**src/hdl/fsctu_pkg.sv**
```systemverilog
package fsctu_pkg;

   // Request modes.
   localparam logic [1:0] MODE_ADD   = 2'd0;
   localparam logic [1:0] MODE_RANK  = 2'd1;
   localparam logic [1:0] MODE_SLOT  = 2'd2;
   localparam logic [1:0] MODE_CLEAR = 2'd3;

   localparam int RANK_W = 5;
   localparam int USED_W = 6;

   localparam logic [31:0] COUNT_MAX = 32'hFFFF_FFFF;

   typedef struct packed {
      logic [1:0]          mode;
      logic signed [31:0]  in_value;
      logic [4:0]          read_index;
   } req_type;

   typedef struct packed {
      logic signed [31:0]  out_value;
      logic [31:0]         out_count;
      logic [RANK_W-1:0]   out_rank;
      logic                entry_valid;
      logic                dropped;
      logic [USED_W-1:0]   distinct_used;
      logic [31:0]         total_adds;
   } rsp_type;

   // One table entry as held in a cell.
   typedef struct packed {
      logic signed [31:0]  value;
      logic [31:0]         count;
   } entry_type;

   // Broadcast from the control to every cell.
   typedef struct packed {
      logic                capture;
      logic [1:0]          op;
      logic signed [31:0]  key;
      logic [4:0]          read_index;
      logic                update;
      logic                do_shift;
      logic                do_append;
      logic signed [31:0]  new_value;
      logic [31:0]         new_count;
   } cmd_type;

   // Per-cell status back to the control and to the next cell.
   typedef struct packed {
      logic match;
      logic lt;
      logic target;
   } cell_stat_type;

endpackage

```
**src/hdl/fsctu_cell.sv**
```systemverilog
module fsctu_cell #(
   parameter int CELL_INDEX = 0,
   parameter int SLOT_W     = 5,
   parameter int DIST_W     = 6
) (
   input  logic                      clock,
   input  logic                      reset,
   input  fsctu_pkg::cmd_type        cmd,
   input  logic [DIST_W-1:0]         distinct,
   input  logic [SLOT_W-1:0]         cur_rank,
   input  logic [SLOT_W-1:0]         hit_slot,
   input  fsctu_pkg::entry_type      prev_entry,
   input  logic [SLOT_W-1:0]         prev_slot,
   input  logic                      prev_lt,
   output fsctu_pkg::entry_type      entry,
   output logic [SLOT_W-1:0]         slot,
   output fsctu_pkg::cell_stat_type  stat
);
   import fsctu_pkg::*;

   entry_type            entry_ff, entry_in;
   logic [SLOT_W-1:0]    slot_ff, slot_in;
   logic                 match_ff, match_in;
   logic                 held, lt, take, target;

   // The cell holds an entry when its rank is below the fill level.
   assign held = CELL_INDEX < int'(distinct);

   always_comb begin
      case (cmd.op)
         MODE_ADD:  match_in = held && (entry_ff.value == cmd.key);
         MODE_RANK: match_in = held && (CELL_INDEX == int'(cmd.read_index));
         MODE_SLOT: match_in = held && (int'(slot_ff) == int'(cmd.read_index));
         default:   match_in = 1'b0;
      endcase
   end

   // An entry ranked above the hit one whose count is now smaller moves down one place.
   assign lt     = held && (CELL_INDEX < int'(cur_rank)) && (entry_ff.count < cmd.new_count);
   assign take   = cmd.do_shift && (lt || match_ff);
   assign target = take && !prev_lt;

   always_comb begin
      entry_in = entry_ff;
      slot_in  = slot_ff;
      if (cmd.update) begin
         if (cmd.do_append && (CELL_INDEX == int'(distinct))) begin
            entry_in.value = cmd.new_value;
            entry_in.count = 32'd1;
            slot_in        = SLOT_W'(CELL_INDEX);
         end else if (take) begin
            if (prev_lt) begin
               entry_in = prev_entry;
               slot_in  = prev_slot;
            end else begin
               entry_in.value = cmd.new_value;
               entry_in.count = cmd.new_count;
               slot_in        = hit_slot;
            end
         end
      end
   end

   always_ff @(posedge clock) begin
      entry_ff <= entry_in;
      slot_ff  <= slot_in;
   end

   always_ff @(posedge clock) begin
      if (reset) begin
         match_ff <= 1'b0;
      end else if (cmd.capture) begin
         match_ff <= match_in;
      end
   end

   assign entry       = entry_ff;
   assign slot        = slot_ff;
   assign stat.match  = match_ff;
   assign stat.lt     = lt;
   assign stat.target = target;

endmodule

```
**config.mk**
```make
export PLATFORM = sky130hd
export DESIGN_NAME = fsctu_cell
export DESIGN_NICKNAME = d
export VERILOG_FILES = /design/src/hdl/fsctu_pkg.sv /design/src/hdl/fsctu_cell.sv
export SDC_FILE = /design/constraint.sdc
export NUM_CORES = 1
export LEC_CHECK = 0
export BUFFER_PORTS_ARGS = -buffer_cell sky130_fd_sc_hd__buf_2
export CAP_MARGIN = 40
export CORE_MARGIN = 2
export CORE_UTILIZATION = 25
export DETAILED_ROUTE_END_ITERATION = 7
export SLEW_MARGIN = 20
export SYNTH_ARGS = -nofsm -noshare
export SYNTH_HDL_FRONTEND = slang
export SYNTH_SLANG_ARGS = --single-unit
```
**constraint.sdc**
```tcl
create_clock -name clock -period 4 [get_ports clock]
set_input_delay 0.2 -clock clock [delete_from_list [all_inputs] [get_ports clock]]
set_output_delay 0.2 -clock clock [all_outputs]
set_load 0.1 [all_outputs]
```
After elaboration in Yosys (flattened, before gate mapping)
Index checks and enable logic that the tools add are counted.
Widths: inputs -> output; s select.
{"block": "totals", "register_bits": 70, "in_bits": 195, "out_inout_bits": 72, "wordCells": 32}
{"block": "op_classes", "magnitude_cmp": 3, "eq_ne": 4, "n_mux": 6, "n_reduce_logical": 15}
{"op": "$mux 64", "n": 3}
{"op": "$eq 32x32->1", "n": 1}
{"op": "$lt 32x32->1", "n": 1}
{"op": "$mux 5", "n": 2}
{"op": "$logic_and 1x1->1", "n": 8}
{"op": "$logic_not 6->1", "n": 1}
{"op": "$lt 1x6->1 const A", "n": 1}
{"op": "$eq 5x5->1", "n": 1}
{"op": "$logic_not 5->1", "n": 1}
{"op": "$lt 1x5->1 const A", "n": 1}
{"op": "$pmux 1 s3", "n": 1}
{"op": "$eq 2x1->1 const B", "n": 1}
{"op": "$eq 2x2->1 const B", "n": 1}
{"op": "$logic_not 2->1", "n": 1}
{"op": "$reduce_and 2->1", "n": 1}
{"op": "$reduce_bool 2->1", "n": 1}
{"op": "$logic_not 1->1", "n": 1}
{"op": "$logic_or 1x1->1", "n": 1}

Depth between registers and ports, before layout
{"block": "depth", "ltp_word": 7, "depth_mapped": 9, "mapped_depth_nobuf": 8}

Worst setup path before layout
OpenSTA, ideal clock, no wires.
{"block": "synth_path", "path_type": "reg-to-reg", "start": "reg entry_ff, in the netlist entry[29]", "end": "reg entry_ff, in the netlist entry[0], enable pin", "setup_ns": 0.432, "t_arrival_ns": 3.892, "required_time_ns": 3.568, "setup_slack_ns": -0.325, "stages_incl_launch_ff": 8, "path_buffers": 0, "period_less_slack_ns": 4.325, "cell_sequence": "edfxtp_1 -> ha_1 -> a21oi_1 -> o22ai_1 -> a2111oi_0 -> o211ai_1 -> a221oi_1 -> o21a_1"}
{"block": "synth_via", "elab_chain_len": 6}
{"item": "start: declaration", "line_no": "fsctu_cell.sv:21", "rtl": "entry_type entry_ff, entry_in;"}
{"item": "start signal: assignment", "line_no": "fsctu_cell.sv:65", "rtl": "entry_ff <= entry_in;"}
{"item": "$lt 32x32->1", "line_no": "fsctu_cell.sv:39", "rtl": "assign lt = held && (CELL_INDEX < int'(cur_rank)) && (entry_ff.count < cmd.new_count);"}
{"item": "$logic_and 1x1->1", "line_no": "fsctu_cell.sv:39"}
{"item": "$logic_or 1x1->1", "line_no": "fsctu_cell.sv:40", "rtl": "assign take = cmd.do_shift && (lt || match_ff);"}
{"item": "$logic_and 1x1->1", "line_no": "fsctu_cell.sv:40"}
{"item": "$reduce_bool 2->1 (no source line)"}
{"item": "$reduce_and 2->1 (no source line)"}
No other way between the ends.
A chain may end at the register's enable or synchronous reset.

==> flow_metrics.tcl <==
set metrics [dict create \
    ys_ff_latch 70 \
    nFillCells 1821 \
    syn_inst 372 \
    tightest_slew_ps 719 \
    ant_nets 0 \
    use_met1 0.156 \
    ys_top_cells_by_area "edfxtp_1 46%, mux2_4 10%, ha_1 9.4%, mux2i_1 8.0%, xnor2_1 5.6%" \
    die-area_sq_um 19200 \
    power_density_nw_per_um2 363 \
    clock_path_buffers 2 \
    ys_warn_count 0 \
    clock_latency_ps 340 \
    wl_mm 13.8 \
    cpPeakStageDelay_ps 580 \
    met3_usage 0.0599 \
    crit_type "reg2out" \
    synth_cell_types 44 \
    io_pins 267 \
    cts_root_buf "clkbuf_16" \
    busiest_layer "met2" \
    critPathMaxFanout 2 \
    synth_top_cell_by_area "edfxtp_1" \
    p_leak_nw 3.12 \
    fin_skew_ps 10.7 \
    worst_hold_path_type "in2reg" \
    die_w_um 138 \
    drc 0 \
    worst_slack_ps 582 \
    syn_to_final_growth_pct 42.6 \
    drt_first_iter_violations 93 \
    core-area_sq_um 17800 \
    yosysSeqAreaShare 0.463 \
    use_met2 0.245 \
    final_nets 870 \
    antenna_found_initial 9 \
    status "finished, final reports clean" \
    vias 3867 \
    synth.avg_cell_area_sq_um 12.2 \
    grt_pass1_vias 3927 \
    io_buffers 266 \
    numCtsBuffers 9 \
    synth_edf_count 69 \
    setup_violations 0 \
    yosys_most_used_dff "edfxtp_1" \
    synth_top_area_frac 0.458 \
    irDropWorstVdd_mv 0.184 \
    grt_max_degree 34 \
    viasPerCell 4.39 \
    cts_tree "done" \
    place_ws_ps 743 \
    crit_path_start_kind "flip-flop" \
    post-synth-top-count-cell "edfxtp_1" \
    row_count 49 \
    synth_commonest_cells "69 x edfxtp_1, 41 x nor2_1, 36 x mux2i_1" \
    netlist_area_sq_um 4520 \
    cp.required_ps 3800 \
    cts_sinks 70 \
    gp_congestion 0.780 \
    worstPathCellList "ha_1 -> a21oi_1 -> o22ai_1 -> a2111oi_0 -> o211ai_1 -> a221oi_1 -> nor2b_1 -> buf_2" \
    fin_crit_ps 3420 \
    arrival_ps 3220 \
    period_share 0.854 \
    grt_overflow 0 \
    final_max_slew_viol_count 0 \
    dr.pass1.iters 5 \
    cts.clk_slew.worst_paths_ps 60 \
    async_flop_share 0 \
    crit_buf_inv 1 \
    htreeDepth 3 \
    syn_nets 601 \
    critPathSlowestCell "a2111oi_0" \
    setup.worst_path.end_class "output port" \
    maxCapViolations 0 \
    track_usage 0.141 \
    max_freq_mhz 293 \
    drive_gt1_frac 0.502 \
    cp_top_family "compound AO/OA/AOI/OAI gates" \
    start_util 0.253 \
    hold_violations 0 \
    grt_pass1_wl_mm 20.7 \
    die_h_um 138 \
    final.setup.tns_ps 0 \
    rsz0062_at_grt "no" \
    slew-limit-headroom 0.508 \
    drt-wirelength-per-cell_um 15.7 \
    hpwl_mm 11.5 \
]
-- state kept, by name (all words and copies together), names as in the netlist --
signal,cells
entry,64
match_ff,1
slot,5
-- stage by stage --
stage / hold slack (ps) / utilization / cell area (sq um) / power [mW] / instances
2_1_floorplan: 269 / - / 4520 / 1.33 / 372
3_3_place_gp: 357 / 0.342 / 6110 / 1.51 / 858
3_5_place_dp: 359 / 0.342 / 6110 / 1.51 / 858
4_1_cts: 135 / 0.361 / 6430 / 2.38 / 875
5_1_grt: 145 / 0.361 / 6440 / 2.45 / 878
6_report: 152 / 0.361 / 6450 / 2.34 / 880
-- final timing paths --
path | startpoint | endpoint | slack (ps) | cells after the start
hold reg to reg | match_ff$_SDFFE_PP0P_ | match_ff$_SDFFE_PP0P_ | 720 | 3
setup / recovery | entry[29]$_SDFFCE_PP0P_ | stat[0] | 580 | 8
setup reg to reg | entry[29]$_SDFFCE_PP0P_ | entry[2]$_SDFFCE_PP0P_ | 710 | 8
hold / removal | prev_entry[0] | entry[0]$_SDFFCE_PP1P_ | 150 | 2
-- final cells by class --
type	instances	area [sq um]	share of cell area
antenna	5	12.5	0.00194
multi-input combinational	252	2210	0.343
timing repair buffer	273	1400	0.217
inverter	35	131	0.0204
tap	229	287	0.0444
sequential	70	2090	0.325
clock inverter	7	88.8	0.0138
clock buffer	9	225	0.0349
-- where the power goes --
part / total (mW) / internal, mW / switching (mW)
Sequential: 0.878 / 0.855 / 0.0225
Combinational: 0.615 / 0.208 / 0.406
Clock: 0.850 / 0.541 / 0.308
-- metal layers --
metal	vias to the layer above	share of wire
met5	-	0.0033
met4	8	0.017
met3	24	0.10
met2	193	0.49
met1	1750	0.39
li1	1892	-
-- cells by family (layout without fill, tap and decap cells) --
kind of cell | Yosys count | count (layout) | synth area share
other cells | 0 | 5 | 0
mux | 68 | 68 | 0.184
flops | 70 | 70 | 0.463
fa+ha+maj | 34 | 34 | 0.0941
simple gates | 80 | 80 | 0.0883
buf+inv | 50 | 324 | 0.0518
xor+xnor | 37 | 37 | 0.0717
compound gates | 33 | 33 | 0.0471
-- what timing repair did --
action                                  CTS  global route
hold buffers                              1             0
hold endpoints to repair                  1             0
resized for setup                         0             0
endpoints found under the setup margin    0             0
buffers inserted                          0             0
-- placed cells by master (no fill, tap or decap), drive strengths merged, types with 5 or more instances in the layout --
cell and count:
a21oi 13, buf 272, clkbuf 9, diode 5
edfxtp 69, ha 34, inv 35, mux2 32
mux2i 36, nand2 9, nand4 12, nor2 41
xnor2 29, xor2 8
Power figures use the tool's default switching activity.
